### config.mk
export PLATFORM = sky130hd
export DESIGN_NAME = sop_back
export DESIGN_NICKNAME = d
export VERILOG_FILES = /design/src/hdl/sop_pkg.sv /design/src/hdl/sop_back.sv
export SDC_FILE = /design/constraint.sdc
export NUM_CORES = 2
export LEC_CHECK = 0
export ABC_AREA = 1
export ABC_CLOCK_PERIOD_IN_PS = 8090
export BUFFER_PORTS_ARGS = -buffer_cell sky130_fd_sc_hd__buf_2
export CAP_MARGIN = 20
export CORE_MARGIN = 2
export CORE_UTILIZATION = 38
export CTS_BUF_LIST = sky130_fd_sc_hd__clkbuf_16
export DETAILED_ROUTE_END_ITERATION = 6
export PLACE_DENSITY = 0.59
export SETUP_SLACK_MARGIN = 0.3
export SKIP_CTS_REPAIR_TIMING = 1
export SYNTH_ARGS = -nofsm -noshare
export SYNTH_HDL_FRONTEND = slang
export SYNTH_SLANG_ARGS = --single-unit
### constraint.sdc
create_clock -name clk -period 8.09 [get_ports clk]
set_input_delay 1.2135 -clock clk [delete_from_list [all_inputs] [get_ports clk]]
set_output_delay 1.2135 -clock clk [all_outputs]
set_load 0.02 [all_outputs]
### src/hdl/sop_pkg.sv
// shared widths and constants for the sphere occlusion proxy pipeline
package sop_pkg;

    localparam int COORD_WIDTH_DEF = 32;
    localparam int NRM_W = 16;
    localparam int VIS_W = 17;
    localparam int OCC_W = 17;
    localparam int EMAG_W = 30;
    localparam int SUM_W = 62;
    localparam int LQ_W = 31;
    localparam int NN_W = 32;
    localparam int NL_W = 16;
    localparam int DOT_W = 48;
    localparam int GDEN_W = 47;
    localparam int FRAC_W = 16;
    localparam int SQ_STEPS = 31;
    localparam int NSQ_STEPS = 16;
    localparam logic [OCC_W-1:0] Q16_ONE = 17'd65536;
    localparam logic [OCC_W:0] Q16_THREE = 18'd196608;

endpackage

### src/hdl/sop_back.sv
// back stages: smoothstep, occlusion blend and visibility weighting
module sop_back
    import sop_pkg::*;
(
    input  logic             clk,
    input  logic             rst_n,
    input  logic             en,
    input  logic             v_in,
    input  logic [OCC_W-1:0] x_in,
    input  logic [OCC_W-1:0] g_in,
    input  logic [VIS_W-1:0] vis_in,
    output logic             v_out,
    output logic [OCC_W-1:0] occ_out
);

    logic [3:0]         v_reg;
    logic [2*OCC_W-1:0] xx_prod;
    logic [OCC_W-1:0]   x2_reg;
    logic [OCC_W:0]     t_reg;
    logic [OCC_W-1:0]   g1_reg;
    logic [VIS_W-1:0]   vis1_reg;
    logic [2*OCC_W:0]   o_prod;
    logic [OCC_W-1:0]   o_reg;
    logic [OCC_W-1:0]   g2_reg;
    logic [VIS_W-1:0]   vis2_reg;
    logic [OCC_W-1:0]   om;
    logic [2*OCC_W-1:0] a_prod;
    logic [OCC_W-1:0]   a_reg;
    logic [VIS_W-1:0]   vis3_reg;
    logic [2*OCC_W-1:0] w_prod;
    logic [OCC_W-1:0]   occ_reg;

    always_comb
    begin
        xx_prod = x_in * x_in;
        o_prod = x2_reg * t_reg;
        om = Q16_ONE - o_reg;
        a_prod = om * g2_reg;
        w_prod = a_reg * vis3_reg;
    end

    always_ff @(posedge clk or negedge rst_n)
    begin
        if (!rst_n)
        begin
            v_reg <= '0;
        end
        else if (en)
        begin
            v_reg <= {v_reg[2:0], v_in};
        end
    end

    always_ff @(posedge clk)
    begin
        if (en)
        begin
            x2_reg <= xx_prod[2*FRAC_W:FRAC_W];
            t_reg <= Q16_THREE - {x_in, 1'b0};
            g1_reg <= g_in;
            vis1_reg <= vis_in;
            o_reg <= o_prod[2*FRAC_W:FRAC_W];
            g2_reg <= g1_reg;
            vis2_reg <= vis1_reg;
            a_reg <= a_prod[2*FRAC_W:FRAC_W];
            vis3_reg <= vis2_reg;
            occ_reg <= Q16_ONE - w_prod[2*FRAC_W:FRAC_W];
        end
    end

    assign v_out = v_reg[3];
    assign occ_out = occ_reg;

endmodule

==> metrics <==
Net count, final=6504; element type at the critical path end=register; share of the synthesized area in the top cell type=39.4%; clk slew on worst S/H paths=70 ps; Clock Tree Buf Depth=2; Initial DRC Count=1586; Seq/Total Area, Yosys=12.0%; Inserted Diodes=0; Die X=342 um; initial antenna violation count=0; Detailed Route WL=104000 um; slew of the pin with the lowest slew margin=1010 ps; drt wl/cell=15.6 um; slowest stage delay, CP=580 ps; Final Hold Vio Count=0; die span in y=342 um; I/O pin count=73; TritonCTS clock tree=yes; worst hold stages=0; iteration count of the initial detailed-routing pass=5; post-route ant nets=0; CTS Buf Count=17; gp weighted congestion=0.920; #FFs+latches synth=174; Max Cap Violations=0; worst path arrival time=7490 ps; final setup fails=0; outcome=finished clean; GRT Overall Usage=19.0%; Clock Tree Root=clkbuf_16; startpoint types=register; Design Area, Final=45500 sq um; Final Skew=12.5 ps; net count after synthesis=6606; flop2flop setup slack=840 ps; Synth async-reset ratio=2.30%; placed cell area=44800 sq um; die area=117000 sq um; largest net degree at the start of global routing=101; DP HPWL=86800 um; vias per cell=4.74; Setup TNS=0 ps; R2R depth=27; XOR/XNOR Fraction of Synth Area=2.00%; area of the multi-input gates=31500 sq um; slowest stage cell on the critical path=fa_1; clock latency on the worst-skew pair=510 ps; number of synthesized flops with an enable pin=170; Remaining DRCs=0; cell mode on critical path=fa_1; Post-Synth Simple-Gate Area=16.2%; Syn Area/Cell=8.19 sq um; Tmin final=7250 ps; Storage cell area=5200 sq um; share of layout cells above drive strength 1=3.35%; ranking of synthesized cells by area=fa_1 39%, inv_1 13%, edfxtp_1 12%; slew margin rel.=32.8%; port bufs=72; RR Startpoint=o_reg[0]; core area=113000 sq um; YS warnings=0; Synth Cell Area=43300 sq um; Compound-Gate Fraction of Synth Area=3.23%; CP Class=reg -> reg; end of the worst hold path=vis3_reg[13]; Synth Instances=5291; CP Data Required Time=8340 ps; largest family of logic cells by synthesized area=adder cells; FF-to-FF End=a_reg[14]; Adder-Cell Fraction of Synth Area=51.2%; GR Overflow Total=0; RSZ-0062 raised after global routing=false; main flop type after synthesis=edfxtp_1; Sink Count=174; row count=123; number of H-tree levels=4; Commonest cells post-synth=1533 x inv_1, 1302 x nand2_1, 853 x fa_1, 407 x ha_1, 247 x nor2_1; Synth cell types=56; CP Max Fanout=16; Max Freq=138 MHz; Synth-to-Final Area Change=4.98%; initial core utilization=38.4%; cell with the most instances after synthesis=inv_1; hold path startpoint=vis2_reg[13]; vias in the first global route=34655; area leader, netlist=fa_1; Slew Viols, Final=0; hold crit path type=reg -> reg; first-pass GRT wire length=177000 um; mux share of post-synthesis cell area=0.0520%; routed via count=31762; fillcell total=11514; final period utilization=89.6%
## cells by family after synthesis
group                    Yosys count
XOR/XNOR                          98
AND/OR/NAND/NOR                 1749
flip-flops                       174
AO/OA/AOI/OAI                    251
buffers and inverters           1757
adder cells (fa/ha/maj)         1260
multiplexers                       2
## metrics by stage
| stage | cells | worst slack [ps] | hold WS, ps | util (%) |
|---|---|---|---|---|
| after global placement | 6668 | 786 | 401 | 39.8 |
| after CTS | 6699 | 673 | 422 | 40.3 |
| after global routing | 6701 | 327 | 425 | 40.3 |
| final | 6701 | 842 | 418 | 40.3 |
| after floorplan | 5291 | 1510 | 400 | - |
| after detailed placement | 6668 | 676 | 405 | 39.8 |
## layer usage
layer	part of all wire [%]	up-vias	track usage, %
li1	-	15046	-
met1	43	15866	24.3
met2	50	705	33.8
met3	4.5	145	2.10
met4	2.4	0	5.24
met5	0	-	0
## cells in the final DEF (no fill, tap or decap), types with 6 or more instances in the layout
cell type	synthesis	routed
inv_1	1533	1533
nand2_1	1302	1302
fa_1	853	853
ha_1	407	407
nor2_1	247	247
edfxtp_1	170	170
a21oi_1	121	121
nand3_1	86	86
buf_2	2	71
o21ai_0	69	69
xor2_1	63	63
xnor2_1	34	34
nand4_1	26	26
nor3_1	23	23
clkbuf_16	0	17
nand2_2	12	12
buf_4	4	12
a31oi_1	11	11
inv_2	11	11
o21a_1	10	10
nor2_2	10	10
clkinv_1	8	8
nor2_4	8	8
a21o_1	8	8
o21bai_1	7	7
nand3b_1	7	7
inv_6	0	6
## layout make-up
type	count	share of cell area, %
Sequential cell	174	11.4
Tap cell	1500	4.13
Timing Repair Buffer	84	1.01
Inverter	1552	12.8
Clock inverter	14	0.443
Clock buffer	17	0.935
Multi-Input combinational cell	3360	69.2
## critical path: cells and delay by family, from the launching register on
family / cells / cell delay [ps]
AOI/OAI and AO/OA: 4 / 870
xor gates and xnor gates: 1 / 140
adders and majority gates: 7 / 3410
buffers and inverters: 6 / 830
DFF: 1 / 380
and+or+nand+nor: 9 / 1340
## how the worst max path moves through the flow
stage                     startpoint          to  slack (ps)  cells past startpoint
after floorplan              x_in[4]  x2_reg[11]        1510                     21
after global placement      o_reg[1]   a_reg[15]         790                     28
after detailed placement    o_reg[1]   a_reg[15]         680                     28
after CTS                   o_reg[1]   a_reg[15]         670                     28
after global routing        o_reg[0]   a_reg[14]         330                     27
final                       o_reg[0]   a_reg[14]         840                     27
Power is not shown: default switching activity piles up to over one toggle a cycle in this logic, so the estimate is an artifact.
