`config.mk`:
```
export PLATFORM = sky130hd
export DESIGN_NAME = sop_div_stage
export DESIGN_NICKNAME = d
export VERILOG_FILES = /design/src/hdl/sop_pkg.sv /design/src/hdl/sop_div_stage.sv
export SDC_FILE = /design/constraint.sdc
export NUM_CORES = 1
export LEC_CHECK = 0
export ABC_AREA = 1
export BUFFER_PORTS_ARGS = -buffer_cell sky130_fd_sc_hd__buf_2
export CAP_MARGIN = 25
export CORE_MARGIN = 3
export CORE_UTILIZATION = 54
export CTS_BUF_LIST = sky130_fd_sc_hd__clkbuf_4 sky130_fd_sc_hd__clkbuf_8 sky130_fd_sc_hd__clkbuf_16
export DETAILED_ROUTE_END_ITERATION = 12
export PLACE_DENSITY_LB_ADDON = 0.3
export SLEW_MARGIN = 15
export SYNTH_ARGS = -nofsm -noshare
export SYNTH_HDL_FRONTEND = slang
export SYNTH_SLANG_ARGS = --single-unit
```
`constraint.sdc`:
```
create_clock -name clk -period 0.9 [get_ports clk]
set_input_delay 0.18 -clock clk [delete_from_list [all_inputs] [get_ports clk]]
set_output_delay 0.18 -clock clk [all_outputs]
set_load 0.005 [all_outputs]
```
`src/hdl/sop_pkg.sv`:
```
// shared widths and constants for the sphere occlusion proxy pipeline
package sop_pkg;

    localparam int COORD_WIDTH_DEF = 32;
    localparam int NRM_W = 16;
    localparam int VIS_W = 17;
    localparam int OCC_W = 17;
    localparam int EMAG_W = 30;
    localparam int SUM_W = 62;
    localparam int LQ_W = 31;
    localparam int NN_W = 32;
    localparam int NL_W = 16;
    localparam int DOT_W = 48;
    localparam int GDEN_W = 47;
    localparam int FRAC_W = 16;
    localparam int SQ_STEPS = 31;
    localparam int NSQ_STEPS = 16;
    localparam logic [OCC_W-1:0] Q16_ONE = 17'd65536;
    localparam logic [OCC_W:0] Q16_THREE = 18'd196608;

endpackage

```
`src/hdl/sop_div_stage.sv`:
```
// one quotient bit of the distance ratio and the cosine ratio
module sop_div_stage
    import sop_pkg::*;
#(
    parameter int CW = COORD_WIDTH_DEF,
    parameter int IDX = 0,
    localparam int XW = CW + 3
)
(
    input  logic                clk,
    input  logic                rst_n,
    input  logic                en,
    input  logic                v_in,
    input  logic                xrun_in,
    input  logic [XW-1:0]       xrem_in,
    input  logic [XW-1:0]       xden_in,
    input  logic [OCC_W-1:0]    xq_in,
    input  logic                grun_in,
    input  logic [DOT_W-1:0]    grem_in,
    input  logic [GDEN_W-1:0]   gden_in,
    input  logic [OCC_W-1:0]    gq_in,
    input  logic [VIS_W-1:0]    vis_in,
    output logic                v_out,
    output logic                xrun_out,
    output logic [XW-1:0]       xrem_out,
    output logic [XW-1:0]       xden_out,
    output logic [OCC_W-1:0]    xq_out,
    output logic                grun_out,
    output logic [DOT_W-1:0]    grem_out,
    output logic [GDEN_W-1:0]   gden_out,
    output logic [OCC_W-1:0]    gq_out,
    output logic [VIS_W-1:0]    vis_out
);

    localparam logic [OCC_W-1:0] QBIT = OCC_W'(1) << (FRAC_W - 1 - IDX);

    logic             v_reg;
    logic [XW-1:0]    xsh;
    logic [XW-1:0]    xrem_next;
    logic [OCC_W-1:0] xq_next;
    logic [DOT_W-1:0] gsh;
    logic [DOT_W-1:0] grem_next;
    logic [OCC_W-1:0] gq_next;
    logic             xrun_reg;
    logic [XW-1:0]    xrem_reg;
    logic [XW-1:0]    xden_reg;
    logic [OCC_W-1:0] xq_reg;
    logic             grun_reg;
    logic [DOT_W-1:0] grem_reg;
    logic [GDEN_W-1:0] gden_reg;
    logic [OCC_W-1:0] gq_reg;
    logic [VIS_W-1:0] vis_reg;

    always_comb
    begin
        xsh = xrem_in << 1;
        xrem_next = xrem_in;
        xq_next = xq_in;
        if (xrun_in)
        begin
            xrem_next = xsh;
            if (xsh >= xden_in)
            begin
                xrem_next = xsh - xden_in;
                xq_next = xq_in | QBIT;
            end
        end
        gsh = grem_in << 1;
        grem_next = grem_in;
        gq_next = gq_in;
        if (grun_in)
        begin
            grem_next = gsh;
            if (gsh >= DOT_W'(gden_in))
            begin
                grem_next = gsh - DOT_W'(gden_in);
                gq_next = gq_in | QBIT;
            end
        end
    end

    always_ff @(posedge clk or negedge rst_n)
    begin
        if (!rst_n)
        begin
            v_reg <= 1'b0;
        end
        else if (en)
        begin
            v_reg <= v_in;
        end
    end

    always_ff @(posedge clk)
    begin
        if (en)
        begin
            xrun_reg <= xrun_in;
            xrem_reg <= xrem_next;
            xden_reg <= xden_in;
            xq_reg <= xq_next;
            grun_reg <= grun_in;
            grem_reg <= grem_next;
            gden_reg <= gden_in;
            gq_reg <= gq_next;
            vis_reg <= vis_in;
        end
    end

    assign v_out = v_reg;
    assign xrun_out = xrun_reg;
    assign xrem_out = xrem_reg;
    assign xden_out = xden_reg;
    assign xq_out = xq_reg;
    assign grun_out = grun_reg;
    assign grem_out = grem_reg;
    assign gden_out = gden_reg;
    assign gq_out = gq_reg;
    assign vis_out = vis_reg;

endmodule

```
==> results.cfg, run 1 <==
[placed_design]
pre_cts_slack_ns = -1.49
dp_cells = 3462
gp_congestion = 0.996
io_buffer_count = 440
dp_hpwl_um = 51300

[global_route]
grt_pass1_wl_um = 205000
track_usage = 0.844
overflow = 460
grt_max_degree = 40
grt_pass1_vias = 30600

[clock_network]
h-tree-depth = 1
cts_sinks = 219
cts_root_buf = clkbuf_16
cts_buffers = 25
cts.path.max_buffers = 3

[synth]
yosys.area_share.simple = 0.358
syn_avg_cell_area_um2 = 6.98
yosysSeqAreaShare = 0.410
synth_compound_area_frac = 0.0185
synthDominantCellAreaShare = 0.408
synthCells = 2298
synth_ff_type = edfxtp_1
postSynth.asyncResetShare = 0.00457
synthMuxAreaShare = 0.000702
ys_ff_latch = 219
synthAdderAreaFrac = 0.0664
synth_cell_type_count = 38
synth_top_family_by_area = simple AND/OR/NAND/NOR gates
yosysWarnings = 0
synth_fp_nets = 2604
synth-xor-area-share = 0.0218
yosysTopAreaCell = edfxtp_1
syn_area_um2 = 16000
synth.area.top_cells = edfxtp_1 41%, nand2_1 23%, inv_1 11%
synth_edf_count = 218

[die]
die-height_um = 178
initial_core_util = 0.553
die_w_um = 178
io-pin-count = 441
rows = 62

[outcome]
status = did not finish
failing_step = 5_1_grt
error = [ERROR GRT-0116] Global routing finished with congestion. Check the congestion regions in the DRC Viewer.
==> synth_stat cells (5+ instances only) <==
cell type and count:
nor2_1 133, nand2_1 985, clkbuf_1 21, nand3b_1 39, nand4_1 45, buf_2 6
inv_2 15, nor3_1 8, nand3_1 134, inv_1 463, nor2_2 5, xnor2_1 38
nand2_2 15, a21oi_1 46, buf_6 7, edfxtp_1 218, ha_1 82
==> stage by stage <==
stage	instance area, um2	TNS [ns]
detailed placement	22700	-134.43
global placement	22700	-128.15
CTS	28000	-135.10
floorplan	17200	-81.04
==> layer usage <==
metal,GRT usage,overflow
met5,0.481,5
met4,0.858,131
met3,0.735,22
met2,1.00,298
met1,0.803,4
==> repair_timing <==
action                                  4_1_cts
gates resized for setup                     548
hold endpoints to repair                    144
pin swaps                                   210
setup buffers                                82
gates cloned                                 13
hold buffers                                145
endpoints found under the setup margin      304
==> cells by family after synthesis <==
group	Yosys count
xor+xnor	40
simple gates	1379
flops	219
fa+ha+maj	84
compound gates	56
buf+inv	519
mux	1
==> run 2: changes to the inputs <==
--- a/config.mk
+++ b/config.mk
@@ -9,10 +9,9 @@
 export BUFFER_PORTS_ARGS = -buffer_cell sky130_fd_sc_hd__buf_2
 export CAP_MARGIN = 25
 export CORE_MARGIN = 3
-export CORE_UTILIZATION = 54
-export CTS_BUF_LIST = sky130_fd_sc_hd__clkbuf_4 sky130_fd_sc_hd__clkbuf_8 sky130_fd_sc_hd__clkbuf_16
+export CORE_UTILIZATION = 40
 export DETAILED_ROUTE_END_ITERATION = 12
-export PLACE_DENSITY_LB_ADDON = 0.3
+export PLACE_DENSITY_LB_ADDON = 0.15
 export SLEW_MARGIN = 15
 export SYNTH_ARGS = -nofsm -noshare
 export SYNTH_HDL_FRONTEND = slang
==> run 2 against run 1 <==
Net effect: the flow now finishes, with violations (negative hold slack, negative setup slack); area after synthesis is the same; synthesized cell count is the same.
==> results.cfg, run 2 <==
[outcome]
status = complete, but fails checks
failed_checks = negative hold slack, negative setup slack

[setup_path]
path_class = input port to flop
crit_path_end_kind = flop
crit_required_ns = 1.22
cp_data_arrival_time_ns = 2.00
cp_max_fo = 5
start_kind = input port

[synth]
yosysTopAreaCell = edfxtp_1
synth_fp_nets = 2604
synth_cell_type_count = 38
synthDominantCellAreaShare = 0.408
postSynth.asyncResetShare = 0.00457
ys_ff_latch = 219
syn_avg_cell_area_um2 = 6.98
synth.area.top_cells = edfxtp_1 41%, nand2_1 23%, inv_1 11%
synthCells = 2298
synth_ff_type = edfxtp_1
yosysWarnings = 0
yosysSeqAreaShare = 0.410
synth_commonest_cells = 985 x nand2_1, 463 x inv_1, 218 x edfxtp_1
synth_edf_count = 218
post-synth-top-count-cell = nand2_1
syn_area_um2 = 16000

[timing]
fin_crit_ns = 1.68
setup_viol = 304
max_freq_mhz = 595
setup_ws_ns = -0.780
min_period_over_period = 1.87
finalHoldViolCount = 1
slew_viol_final = 0
max_slew.worst_pin.slew_ns = 0.395
finalClockSkew_ns = 0
hold-worst-slack_ns = -0.00356
rsz0062_at_grt = true
slew_headroom = 0.737

[clock_network]
h-tree-depth = 1
cts_root_buf = clkbuf_16
cts_sinks = 219
path_clk_slew_ns = 0.07
cts_tree = done
cts.path.max_buffers = 3
clk_latency_ns = 0.57
cts_buffers = 27

[layout]
largest_reg_flops = 48
final_cell_mix = 690 x nand2_1, 451 x buf_4, 370 x inv_1, 370 x buf_2, 218 x edfxtp_1
final_common_cell = nand2_1
final_cells = 3932
drive_gt1_frac = 0.495
fin_nets = 3698
n_fill_cell = 2842
final_cell_area_um2 = 29500
syn_to_final_growth_pct = 84.0

[worst_hold_path]
hp-class = input port to flop

[route]
wl_um = 72600
firstDrtPassIters = 6
drtAntennaViolNets = 0
num_vias = 19300
drc = 0
viasPerCell = 4.91
drt_iter0_markers = 1190
wl_per_cell_um = 18.5

[die]
initial_core_util = 0.410
die-area_um2 = 42500
die_w_um = 206
core-area_um2 = 39100
die-height_um = 206
rows = 72
io-pin-count = 441

[global_route]
track_usage = 0.319
grt_pass1_wl_um = 105000
antenna_found_initial = 5
grt_pass1_vias = 19200
overflow = 0
grt_max_degree = 50

[power]
ir_drop_v = 0.00157
power.density_nw_per_um2 = 1310
leakagePower_uw = 0.0151
power_uw = 38800

[placed_design]
dp_cells = 3601
dp_hpwl_um = 50600
io_buffer_count = 440
gp_congestion = 0.940
placed_area_um2 = 22900
pre_cts_slack_ns = -1.52

[flow_run]
cap_violations = 0
-- run 2: routing by layer --
metal	track usage	share of wire	vias to the layer above
met5	0	0.00054	-
met4	0.0984	0.035	6
li1	-	-	9302
met3	0.0521	0.070	169
met2	0.540	0.48	764
met1	0.420	0.41	9071
-- run 2: worst max-delay path, stage by stage --
cell	delay [ns]
buf_2	0.10
inv_1	0.08
ha_4	0.23
a21oi_4	0.17
and2_4	0.18
o21ai_2	0.09
a21oi_4	0.20
nand3_4	0.14
buf_12	0.18
nand2_8	0.12
clkbuf_16	0.18
buf_12	0.10
nand2_2	0.03
-- run 2: path summary, 6_finish.rpt --
path	start	end	slack [ns]	cells past startpoint
max in group asynchronous	rst_n	v_out	0.31	3
min in group asynchronous	rst_n	v_out	0.48	3
hold / removal	grem_in[14]	grem_out[14]	-0.004	4
setup / recovery	gden_in[43]	gq_out[15]	-0.78	13
setup reg to reg	v_out	v_out	0.12	1
hold reg to reg	v_out	v_out	0.56	1
-- run 2: layout make-up --
cell class / count / area [um2] / share of cell area
multi-input cells: 1561 / 10900 / 0.370
diodes: 4 / 10.0 / 0.000339
inverters: 481 / 1900 / 0.0644
clock inverters: 16 / 111 / 0.00377
repair buffers: 1102 / 8670 / 0.294
flip-flops and latches: 219 / 6570 / 0.223
clock buffers: 31 / 691 / 0.0234
well taps: 518 / 648 / 0.0220
-- run 2: timing repair --
item                                    4_1_cts  5_1_grt
pin swaps                                   147      185
endpoints found under the setup margin      304      304
cloned                                       12        4
setup buffers                                72       35
endpoints found under the hold margin       165        1
hold buffers                                165        1
gates resized for setup                     435      437
-- run 2: kinds of logic (layout without fill, tap and decap cells) --
logic type,after synthesis,in the layout,share of synthesized area
and+or+nand+nor,1379,1380,0.358
adders and majority gates,84,84,0.0664
DFF,219,219,0.410
other,0,4,0
buffers and inverters,519,1630,0.125
xor gates and xnor gates,40,40,0.0218
AOI/OAI and AO/OA,56,56,0.0185
muxes,1,1,0.000702
-- run 2: power breakdown --
part | leakage [uW] | switching (uW) | total [uW] | internal [uW]
logic | 0.0126 | 8220 | 15800 | 7580
registers | 0.00214 | 320 | 12700 | 12400
clock network | 0.000389 | 4710 | 10300 | 5540
total | 0.0151 | 13300 | 38800 | 25500
-- run 2: per-stage QoR --
step | util | setup TNS, ns
2_1_floorplan | - | -81.04
3_3_place_gp | 0.585 | -134.20
3_5_place_dp | 0.585 | -136.33
4_1_cts | 0.710 | -137.73
5_1_grt | 0.755 | -150.36
6_report | 0.755 | -137.52
Power figures use the tool's default switching activity.
