$ cat config.mk
export PLATFORM = sky130hd
export DESIGN_NAME = sop_sqrt_stage
export DESIGN_NICKNAME = d
export VERILOG_FILES = /design/src/hdl/sop_pkg.sv /design/src/hdl/sop_sqrt_stage.sv
export SDC_FILE = /design/constraint.sdc
export NUM_CORES = 1
export LEC_CHECK = 0
export BUFFER_PORTS_ARGS = -buffer_cell sky130_fd_sc_hd__buf_2
export CORE_AREA = 2 2 229 231
export CTS_BUF_LIST = sky130_fd_sc_hd__clkbuf_4
export DETAILED_ROUTE_END_ITERATION = 10
export DIE_AREA = 0 0 231 233
export PLACE_DENSITY = 0.58
export SYNTH_ARGS = -nofsm -noshare
export SYNTH_HDL_FRONTEND = slang
export SYNTH_SLANG_ARGS = --single-unit
$ cat constraint.sdc
create_clock -name clk -period 0.8 [get_ports clk]
set_clock_uncertainty 0.1 [all_clocks]
set_input_delay 0.04 -clock clk [delete_from_list [all_inputs] [get_ports clk]]
set_output_delay 0.04 -clock clk [all_outputs]
set_load 0.05 [all_outputs]
$ cat src/hdl/sop_pkg.sv
// shared widths and constants for the sphere occlusion proxy pipeline
package sop_pkg;

    localparam int COORD_WIDTH_DEF = 32;
    localparam int NRM_W = 16;
    localparam int VIS_W = 17;
    localparam int OCC_W = 17;
    localparam int EMAG_W = 30;
    localparam int SUM_W = 62;
    localparam int LQ_W = 31;
    localparam int NN_W = 32;
    localparam int NL_W = 16;
    localparam int DOT_W = 48;
    localparam int GDEN_W = 47;
    localparam int FRAC_W = 16;
    localparam int SQ_STEPS = 31;
    localparam int NSQ_STEPS = 16;
    localparam logic [OCC_W-1:0] Q16_ONE = 17'd65536;
    localparam logic [OCC_W:0] Q16_THREE = 18'd196608;

endpackage

$ cat src/hdl/sop_sqrt_stage.sv
// one bit step of the distance square root and, in the last NSQ_STEPS stages, of the normal length root
module sop_sqrt_stage
    import sop_pkg::*;
#(
    parameter int CW = COORD_WIDTH_DEF,
    parameter int IDX = 0,
    localparam int SW = $clog2(CW + 2)
)
(
    input  logic                    clk,
    input  logic                    rst_n,
    input  logic                    en,
    input  logic                    v_in,
    input  logic [SUM_W-1:0]        rem_in,
    input  logic [SUM_W-1:0]        root_in,
    input  logic [NN_W-1:0]         nrem_in,
    input  logic [NN_W-1:0]         nroot_in,
    input  logic signed [DOT_W-1:0] dot_in,
    input  logic [SW-1:0]           s_in,
    input  logic [CW-2:0]           r_in,
    input  logic [VIS_W-1:0]        vis_in,
    output logic                    v_out,
    output logic [SUM_W-1:0]        rem_out,
    output logic [SUM_W-1:0]        root_out,
    output logic [NN_W-1:0]         nrem_out,
    output logic [NN_W-1:0]         nroot_out,
    output logic signed [DOT_W-1:0] dot_out,
    output logic [SW-1:0]           s_out,
    output logic [CW-2:0]           r_out,
    output logic [VIS_W-1:0]        vis_out
);

    localparam int K = SQ_STEPS - 1 - IDX;
    localparam logic [SUM_W-1:0] BIT = SUM_W'(1) << (2 * K);

    logic             v_reg;
    logic [SUM_W:0]   trial;
    logic [SUM_W-1:0] rem_next;
    logic [SUM_W-1:0] root_next;
    logic [SUM_W-1:0] rem_reg;
    logic [SUM_W-1:0] root_reg;
    logic [NN_W-1:0]  nrem_next;
    logic [NN_W-1:0]  nroot_next;
    logic [NN_W-1:0]  nrem_reg;
    logic [NN_W-1:0]  nroot_reg;
    logic signed [DOT_W-1:0] dot_reg;
    logic [SW-1:0]    s_reg;
    logic [CW-2:0]    r_reg;
    logic [VIS_W-1:0] vis_reg;

    always_comb
    begin
        trial = {1'b0, root_in} + {1'b0, BIT};
        if ({1'b0, rem_in} >= trial)
        begin
            rem_next = rem_in - trial[SUM_W-1:0];
            root_next = (root_in >> 1) + BIT;
        end
        else
        begin
            rem_next = rem_in;
            root_next = root_in >> 1;
        end
    end

    generate
        if (IDX >= SQ_STEPS - NSQ_STEPS)
        begin : g_nsqrt
            localparam logic [NN_W-1:0] NBIT = NN_W'(1) << (2 * K);
            logic [NN_W:0] ntrial;
            always_comb
            begin
                ntrial = {1'b0, nroot_in} + {1'b0, NBIT};
                if ({1'b0, nrem_in} >= ntrial)
                begin
                    nrem_next = nrem_in - ntrial[NN_W-1:0];
                    nroot_next = (nroot_in >> 1) + NBIT;
                end
                else
                begin
                    nrem_next = nrem_in;
                    nroot_next = nroot_in >> 1;
                end
            end
        end
        else
        begin : g_npass
            always_comb
            begin
                nrem_next = nrem_in;
                nroot_next = nroot_in;
            end
        end
    endgenerate

    always_ff @(posedge clk or negedge rst_n)
    begin
        if (!rst_n)
        begin
            v_reg <= 1'b0;
        end
        else if (en)
        begin
            v_reg <= v_in;
        end
    end

    always_ff @(posedge clk)
    begin
        if (en)
        begin
            rem_reg <= rem_next;
            root_reg <= root_next;
            nrem_reg <= nrem_next;
            nroot_reg <= nroot_next;
            dot_reg <= dot_in;
            s_reg <= s_in;
            r_reg <= r_in;
            vis_reg <= vis_in;
        end
    end

    assign v_out = v_reg;
    assign rem_out = rem_reg;
    assign root_out = root_reg;
    assign nrem_out = nrem_reg;
    assign nroot_out = nroot_reg;
    assign dot_out = dot_reg;
    assign s_out = s_reg;
    assign r_out = r_reg;
    assign vis_out = vis_reg;

endmodule

==> flow_metrics.tcl, run 1 <==
set metrics [dict create \
    crit_arrival_ns 2.84 \
    vias 14700 \
    clk_pin_slew_ns 0.07 \
    fmax_mhz 417 \
    critical-path-top-delay-family "buffers and inverters" \
    dp.cells 2598 \
    clock_latency_ns 0.82 \
    worst-setup-path-type "in2reg" \
    hpwl_mm 40.9 \
    overflow 0 \
    rsz0062_at_grt "yes" \
    setup_slack_ns -1.60 \
    final_core_util 0.558 \
    cp_cell_sequence "buf_2, dlygate4sd3_1, inv_1, ha_1, a21o_1, o21bai_1, a21oi_2, o22ai_2, nor3_1, buf_4, o41ai_4, buf_4, buf_6, buf_8, buf_6, a41o_1" \
    root_buffer "clkbuf_4" \
    path_buf_inv 8 \
    crit_path_end_kind "flop" \
    p_leak_nw 12.5 \
    violations "negative hold slack, negative setup slack" \
    core_area_um2 51100 \
    num_rows 83 \
    drive_above_1_share 0.494 \
    finalHoldViolCount 103 \
    yosys.area.top_type_share 0.648 \
    ant_nets 0 \
    tightest_slew_ns 0.553 \
    setup_viol 465 \
    drtPass1Iterations 5 \
    cts_max_level 3 \
    hold_class "in2reg" \
    p_per_area_nw_per_um2 1870 \
    synth_top_area_cell "edfxtp_1" \
    r2r-start "v_out" \
    pre_cts_slack_ns -2.58 \
    synth_edf_count 290 \
    power_mw 53.3 \
    slew_headroom 0.628 \
    synthTopCellsByArea "edfxtp_1 65%, ha_1 6.0%, a21oi_1 4.8%, xnor2_1 2.6%, inv_1 2.5%" \
    synth-seq-area-share 0.650 \
    drv_cap 0 \
    netlist_top_cells_count "290 x edfxtp_1, 128 x a21oi_1, 89 x inv_1" \
    start_kind "primary input" \
    start_util 0.263 \
    area_growth_pct 112 \
    drc 0 \
    syn_area_um2 13400 \
    grt_pass1_wl_mm 93.2 \
    grt_pass1_vias 15600 \
    critPathLaunch "root_in[49]" \
    finalCritPeriodShare 3.00 \
    grt_start_max_net_pins 25 \
    required_ns 1.24 \
    ys_ff_latch 291 \
    yosysWarnings 0 \
    async_flop_share 0.00344 \
    min_from "root_in[17]" \
    track_usage 0.231 \
    synth.net_count 1400 \
    cts.path.max_buffers 3 \
    syn-instance-count 1041 \
    crit_slowest_cell "dlygate4sd3_1" \
    layoutNonFillerInstCount 3197 \
    slowest_delay_ns 0.58 \
    yosysUniqueCellTypes 60 \
    die_w_um 231 \
    clock-sinks 291 \
    wirelength_mm 66.5 \
    cts_tree "yes" \
    via_per_inst 4.60 \
    timing.hold.ws_ns -0.692 \
    io_buffers 584 \
    die_area_um2 53800 \
    dpl-instance-area_um2 20200 \
    finalMaxSlewViolations 0 \
    drtIter0Drc 679 \
    wl_per_cell_um 20.8 \
    antenna_found_initial 10 \
    outcome "finished with violations" \
    cts_made_buffers 82 \
    path_max_fanout 7 \
    fin_nets 2818 \
    num_io_pins 585 \
    syn_avg_cell_area_um2 12.9 \
    ir_drop_v 0.00116 \
    die_h_um 233 \
    min_period_ns 2.40 \
    synth_most_common_cell "edfxtp_1" \
    synthFlopType "edfxtp_1" \
    final_cell_area_um2 28500 \
    gp_congestion 0.857 \
]
state kept, by name, indices dropped and copies added, names as in the netlist:
signal,flops
nroot_out,32
dot_out,48
v_out,1
rem_out,62
nrem_out,32
s_out,6
r_out,31
vis_out,17
root_out,62
per-stage QoR:
stage / hold WS (ns) / TNS [ns]
after CTS: -0.800 / -325.60
after floorplan: -0.356 / -126.05
after global placement: -0.285 / -187.26
final: -0.692 / -312.33
after detailed placement: -0.281 / -189.47
after global routing: -0.772 / -335.93
layer usage:
layer / vias to the layer above / track usage / wire, um / part of all wire
met5: - / 0 / 51 / 0.00077
met4: 8 / 0.156 / 4100 / 0.062
met3: 227 / 0.0634 / 4420 / 0.066
met2: 667 / 0.412 / 34200 / 0.51
met1: 7065 / 0.236 / 23700 / 0.36
li1: 6744 / - / - / -
cell type report:
cell class,instances,area (um^2)
fill,4076,22600
timing repair buffer,1366,12400
sequential,291,8730
multi-input combinational,629,5180
tap,680,851
clock buffer,104,781
inverter,89,359
clock inverter,32,176
antenna,6,15.0
power breakdown:
part / internal (mW) / switching, mW / total (mW)
clock network: 6.44 / 7.32 / 13.8
logic: 9.16 / 10.9 / 20.1
registers: 18.5 / 0.913 / 19.4
total: 34.1 / 19.2 / 53.3
timing repair:
action                                  CTS  global route
hold endpoints to repair                582           234
endpoints found under the setup margin  356           407
resized for setup                       623           151
hold buffers                            404            41
buffers inserted                         16            15
pin swaps                                38            49
gates cloned                              3             6
layout by cell type (no fill, tap or decap), drive strengths merged, types with 10 or more instances in the layout:
cell type     count
a21o             23
a21oi           130
buf             940
clkbuf          109
clkinv           29
dlygate4sd3     411
dlymetal6s4s     10
edfxtp          290
ha               64
inv              89
mux2             16
nand2            52
nand3            17
nand4            22
nor2             86
nor3             15
o21ai            37
o21bai           18
xnor2            40
xor2             16
kinds of logic (layout without fill, tap and decap cells):
family	count (synthesis)	in the layout	share of synthesized area
other	0	6	0
AO/OA/AOI/OAI	265	265	0.123
multiplexers	18	18	0.0149
adder cells (fa/ha/maj)	65	65	0.0611
AND/OR/NAND/NOR	225	225	0.0773
XOR/XNOR	56	56	0.0365
buffers and inverters	121	1591	0.0364
flip-flops	291	291	0.650
path summary, 6_finish.rpt:
| check | depth (start not counted) | slack, ns | to |
|---|---|---|---|
| worst min register to register | 1 | 0.46 | v_out |
| max in group asynchronous | 4 | -0.04 | v_out |
| min in group asynchronous | 4 | 0.54 | v_out |
| worst min-delay path | 1 | -0.69 | root_out[16] |
| worst max-delay path | 16 | -1.60 | rem_out[30] |
| worst max register to register | 1 | -0.10 | v_out |
Note: power is estimated with default switching activity, not from simulation.
==> run 2: changes to the inputs <==
- PLACE_DENSITY: 0.58 -> 0.57
==> run 2 against run 1 <==
  * The run still ends with negative hold slack, negative setup slack left
  * Total power is 0.56% higher
  * Die area unchanged
  * Worst setup slack better by 0.049 ns
  * Critical path depth decreased by 4
  * Register-to-register slack better by 0.02 ns
  * Via count fell by 3.1%
  * Worst hold slack gained 0.015 ns
  * First-iteration DRC count is 7.8% lower
  * Maximum frequency up 2.1%
  * Largest cell class unchanged
  * Largest power group is now sequential cells
==> flow_metrics.tcl, run 2 (synthesis results as in run 1) <==
set metrics [dict create \
    track_usage 0.225 \
    dpl-instance-area_um2 20200 \
    min_from "root_in[24]" \
    grt_pass1_wl_mm 90.9 \
    setup_viol 629 \
    area_growth_pct 107 \
    holdPathEnd "root_out[23]" \
    setup_slack_ns -1.55 \
    violations "negative hold slack, negative setup slack" \
    hpwl_mm 41.4 \
    num_rows 83 \
    cts_tree "yes" \
    drive_above_1_share 0.475 \
    wirelength_mm 63.5 \
    path_max_fanout 13 \
    fin_nets 2769 \
    min_path_cells 1 \
    antenna_found_initial 11 \
    r2r_slack_ns -0.08 \
    die_h_um 233 \
    timing.hold.ws_ns -0.677 \
    fmax_mhz 426 \
    use_met1 0.238 \
    cts_max_level 3 \
    p_leak_nw 12.3 \
    io_buffers 584 \
    rsz0062_at_grt "yes" \
    overflow 0 \
    outcome "finished with violations" \
    seqPwrFrac 0.362 \
    via_per_inst 4.51 \
    reg2reg_depth 1 \
    hold_class "in2reg" \
    min_period_ns 2.35 \
    drtIter0Drc 626 \
    critPathLaunch "rem_in[30]" \
    core_area_um2 51100 \
    num_io_pins 585 \
    required_ns 1.22 \
    final_common_cell "dlygate4sd3_1" \
    clock_latency_ns 0.80 \
    clk_pin_slew_ns 0.09 \
    root_buffer "clkbuf_4" \
    wl_per_cell_um 20.1 \
    p_per_area_nw_per_um2 1920 \
    gp_congestion 0.848 \
    drc 0 \
    start_util 0.263 \
    clock-sinks 291 \
    p_comb_frac 0.357 \
    crit_arrival_ns 2.77 \
    cts_made_buffers 81 \
    p_int_mw 35.0 \
    r2r-start "v_out" \
    met3_usage 0.0556 \
    grt_start_max_net_pins 27 \
    finalCritPeriodShare 2.94 \
    p_sw_mw 18.6 \
    die_area_um2 53800 \
    rr_endpoint "v_out" \
    grt_most_used_layer "met2" \
    die_w_um 231 \
    dp.cells 2592 \
    drv_cap 0 \
    layoutNonFillerInstCount 3163 \
    power_frac_clock 0.281 \
    fillCellCount 4118 \
    finalMaxSlewViolations 0 \
    grt_pass1_vias 15200 \
    crit_path_end_kind "flop" \
    cts.path.max_buffers 3 \
    final_cell_area_um2 27900 \
    ir_drop_v 0.00122 \
    pre_cts_slack_ns -2.55 \
    tightest_slew_ns 0.514 \
    worst-setup-path-type "in2reg" \
    drtPass1Iterations 5 \
    slew_headroom 0.655 \
    finalHoldViolCount 100 \
    vias 14300 \
    layout_common_cells "379 x dlygate4sd3_1, 313 x buf_4, 290 x edfxtp_1, 282 x buf_6, 279 x buf_2" \
    start_kind "primary input" \
    ant_nets 0 \
    p_sw_frac 0.347 \
    regArea_um2 8730 \
    multi_input_area_um2 4860 \
    use_met2 0.416 \
]
[run 2: cell count changes in the layout (fill, tap and decap cells not counted), sizes merged, moves of 2 or more]
cell         change
buf             -14
bufinv           +4
clkbuf           -3
clkinv           +2
diode            +6
dlygate4sd3     -32
[run 2: critical path: stages]
cell and delay, ns:
buf_2 0.13, ha_4 0.27, and4_4 0.23, nand4_1 0.15
nand3b_1 0.21, a311o_1 0.42, a21oi_4 0.22, a21oi_4 0.09
o41ai_4 0.34, buf_4 0.20, buf_12 0.15, mux2_4 0.31
[run 2: metrics by stage]
| stage | hold WS, ns | power, mW | utilization | setup TNS (ns) |
|---|---|---|---|---|
| after floorplan | -0.356 | 27.8 | - | -126.05 |
| after global placement | -0.285 | 33.9 | 0.394 | -192.94 |
| after detailed placement | -0.281 | 34.0 | 0.394 | -195.22 |
| after CTS | -0.778 | 52.9 | 0.537 | -318.32 |
| after global routing | -0.789 | 55.8 | 0.545 | -332.13 |
| final | -0.677 | 53.6 | 0.545 | -306.40 |
[run 2: power groups by stage]
stage | sequential [mW] | clock, mW | combinational [mW]
floorplan | 24.2 | 0 | 3.60
global placement | 19.3 | 0 | 14.6
detailed placement | 19.3 | 0 | 14.7
CTS | 19.3 | 15.0 | 18.6
global route | 19.5 | 16.3 | 20.1
finish | 19.4 | 15.1 | 19.1
[run 2: worst max path at each step]
stage | to | cells past startpoint
after global routing | rem_out[46] | 13
final | rem_out[46] | 12
after global placement | rem_out[52] | 16
after floorplan | rem_out[48] | 14
after detailed placement | rem_out[52] | 16
after CTS | rem_out[48] | 15
[run 2: cell type report]
type	instances	share of cell area
antenna	12	0.00108
clock buffer	104	0.0280
clock inverter	40	0.0110
inverter	89	0.0128
multi-input combinational	629	0.174
sequential	291	0.314
tap	680	0.0305
timing repair buffer	1318	0.428
[run 2: repair_timing]
item	CTS	global route
hold buffers	382	31
cloned	5	3
resized for setup	626	79
hold endpoints to repair	582	132
pin swaps	37	18
setup endpoints to repair	356	391
buffers inserted	19	8
[run 2: routing by layer]
| metal | vias to the layer above | wire length (um) |
|---|---|---|
| li1 | 6681 | - |
| met3 | 136 | 3720 |
| met1 | 6905 | 23300 |
| met2 | 536 | 33800 |
| met5 | - | 26 |
| met4 | 4 | 2640 |
==> run 3: changes to the inputs <==
- CORE_AREA: 2 2 229 231 -> 2 2 230 232
- DIE_AREA: 0 0 231 233 -> 0 0 232 234
- PLACE_DENSITY: 0.57 -> 0.55
- clock period: 0.8 -> 2.8 ns (I/O delays scaled with it)
==> run 3 against run 2 <==
  * The run ends with negative hold slack left
  * Worst hold slack gained 0.12 ns
  * Flip-flop and latch count is the same
  * Worst setup slack gained 1.6 ns
  * Total power shrank 74%
  * Critical path depth grew 1
  * Register-to-register slack gained 1.4 ns
  * Combinational power shrank 76%
  * Largest cell class unchanged
  * Largest power group unchanged
  * Highest routed layer unchanged
==> flow_metrics.tcl, run 3 (synthesis results as in run 1) <==
set metrics [dict create \
    seqPwrFrac 0.388 \
    p_int_mw 8.98 \
    grt_pass1_wl_mm 81.9 \
    die_h_um 234 \
    overflow 0 \
    hpwl_mm 38.3 \
    die_w_um 232 \
    ant_nets 0 \
    path_max_fanout 6 \
    drv_cap 0 \
    outcome "finished with violations" \
    dpl-instance-area_um2 18900 \
    drtIter0Drc 573 \
    p_leak_nw 11.2 \
    crit_arrival_ns 3.20 \
    layout_common_cells "583 x buf_2, 510 x dlygate4sd3_1, 290 x edfxtp_1, 211 x buf_4, 126 x a21oi_1" \
    fmax_mhz 364 \
    crit_slowest_cell "dlygate4sd3_1" \
    num_rows 84 \
    power_frac_clock 0.287 \
    power_mw 13.9 \
    path_buf_inv 4 \
    gp_congestion 0.852 \
    io_buffers 584 \
    finalMaxSlewViolations 0 \
    clk_pin_slew_ns 0.07 \
    antenna_found_initial 6 \
    worst-setup-path-type "in2reg" \
    vias 13900 \
    r2r_slack_ns 1.32 \
    clock-sinks 291 \
    num_io_pins 585 \
    drc 0 \
    fin_nets 2761 \
    area_growth_pct 86.8 \
    p_per_area_nw_per_um2 555 \
    setup_viol 0 \
    via_per_inst 4.40 \
    grt_pass1_vias 14700 \
    violations "negative hold slack" \
    track_usage 0.199 \
    timing.hold.ws_ns -0.555 \
    core_area_um2 52000 \
    slowest_delay_ns 0.54 \
    p_sw_frac 0.355 \
    wirelength_mm 56.9 \
    start_kind "primary input" \
    required_ns 3.25 \
    final_common_cell "buf_2" \
    p_comb_frac 0.325 \
    post_cts_buffers 0 \
    final_cell_area_um2 25100 \
    tightest_slew_ns 0.667 \
    finalCritPeriodShare 0.982 \
    root_buffer "clkbuf_4" \
    critical-path-top-delay-family "compound AO/OA/AOI/OAI gates" \
    wl_per_cell_um 18.0 \
    cp_cell_sequence "dlygate4sd3_1, buf_2, ha_1, buf_4, nand2_1, buf_4, nor3_1, a221o_1, a31oi_2, o211ai_1, a21boi_1, xor2_1, a21oi_1" \
    min_period_ns 2.75 \
    p_sw_mw 4.95 \
    cp_common_cell "buf_4" \
    cts_tree "yes" \
    hold_class "in2reg" \
    grt_start_max_net_pins 73 \
    cts.path.max_buffers 3 \
    start_util 0.258 \
    slew_headroom 0.555 \
    drtPass1Iterations 5 \
    cts_max_level 3 \
    die_area_um2 54300 \
    ir_drop_v 0.000289 \
    cts_made_buffers 79 \
    clock_latency_ns 0.79 \
    crit_path_end_kind "flop" \
    drive_above_1_share 0.394 \
    finalHoldViolCount 15 \
]
==> run 3: cell types whose count changed in the layout (fill, tap and decap cells not counted), sizes merged <==
cell          delta
clkinv           -5
buf            -124
dlygate4sd3    +131
bufinv           -3
diode            -5
dlymetal6s4s    -11
clkbuf           +2
==> run 3: metal layers <==
layer | GRT usage | up-vias | wire, um
li1 | - | 6644 | -
met1 | 0.208 | 6621 | 21300
met2 | 0.365 | 499 | 29900
met3 | 0.0497 | 132 | 3280
met4 | 0.112 | 2 | 2450
met5 | 0 | - | 13
==> run 3: worst paths after layout <==
kind                             from          end  cells after the start
max                        rem_in[26]  rem_out[45]                     13
min                        root_in[1]  root_out[0]                      1
max reg2reg                     v_out        v_out                      2
min reg2reg                     v_out        v_out                      2
max in group asynchronous       rst_n        v_out                      4
min in group asynchronous       rst_n        v_out                      4
==> run 3: layout make-up <==
cell class              instances  area (um^2)
diodes                          7         17.5
repair buffers               1312         9750
well taps                     688          861
clock inverters                32          203
multi-input cells             629         4370
flip-flops and latches        291         8730
inverters                      89          347
fillers                      4609        26900
clock buffers                 108          811
==> run 3: what timing repair did <==
| item | CTS | global route |
|---|---|---|
| setup endpoints to repair | 0 | 48 |
| endpoints found under the hold margin | 550 | 33 |
| hold buffers | 483 | 27 |
| resized for setup | 0 | 15 |
==> run 3: through the flow <==
stage / TNS [ns] / util / cells / setup WS [ns]
6_report: 0 / 0.482 / 3156 / 0.0499
2_1_floorplan: -1.28 / - / 1041 / -0.138
5_1_grt: -0.00121 / 0.482 / 3153 / -0.00121
4_1_cts: 0 / 0.476 / 3122 / 0.0112
3_3_place_gp: -35.31 / 0.363 / 2499 / -0.661
3_5_place_dp: -38.08 / 0.363 / 2499 / -0.713
==> run 3: power groups by stage <==
stage / logic, mW / registers (mW) / clock network (mW)
after floorplan: 1.01 / 6.91 / 0
after global placement: 3.87 / 5.47 / 0
after detailed placement: 3.88 / 5.48 / 0
after CTS: 4.43 / 5.39 / 4.03
after global routing: 4.78 / 5.43 / 4.32
final: 4.52 / 5.41 / 4.00
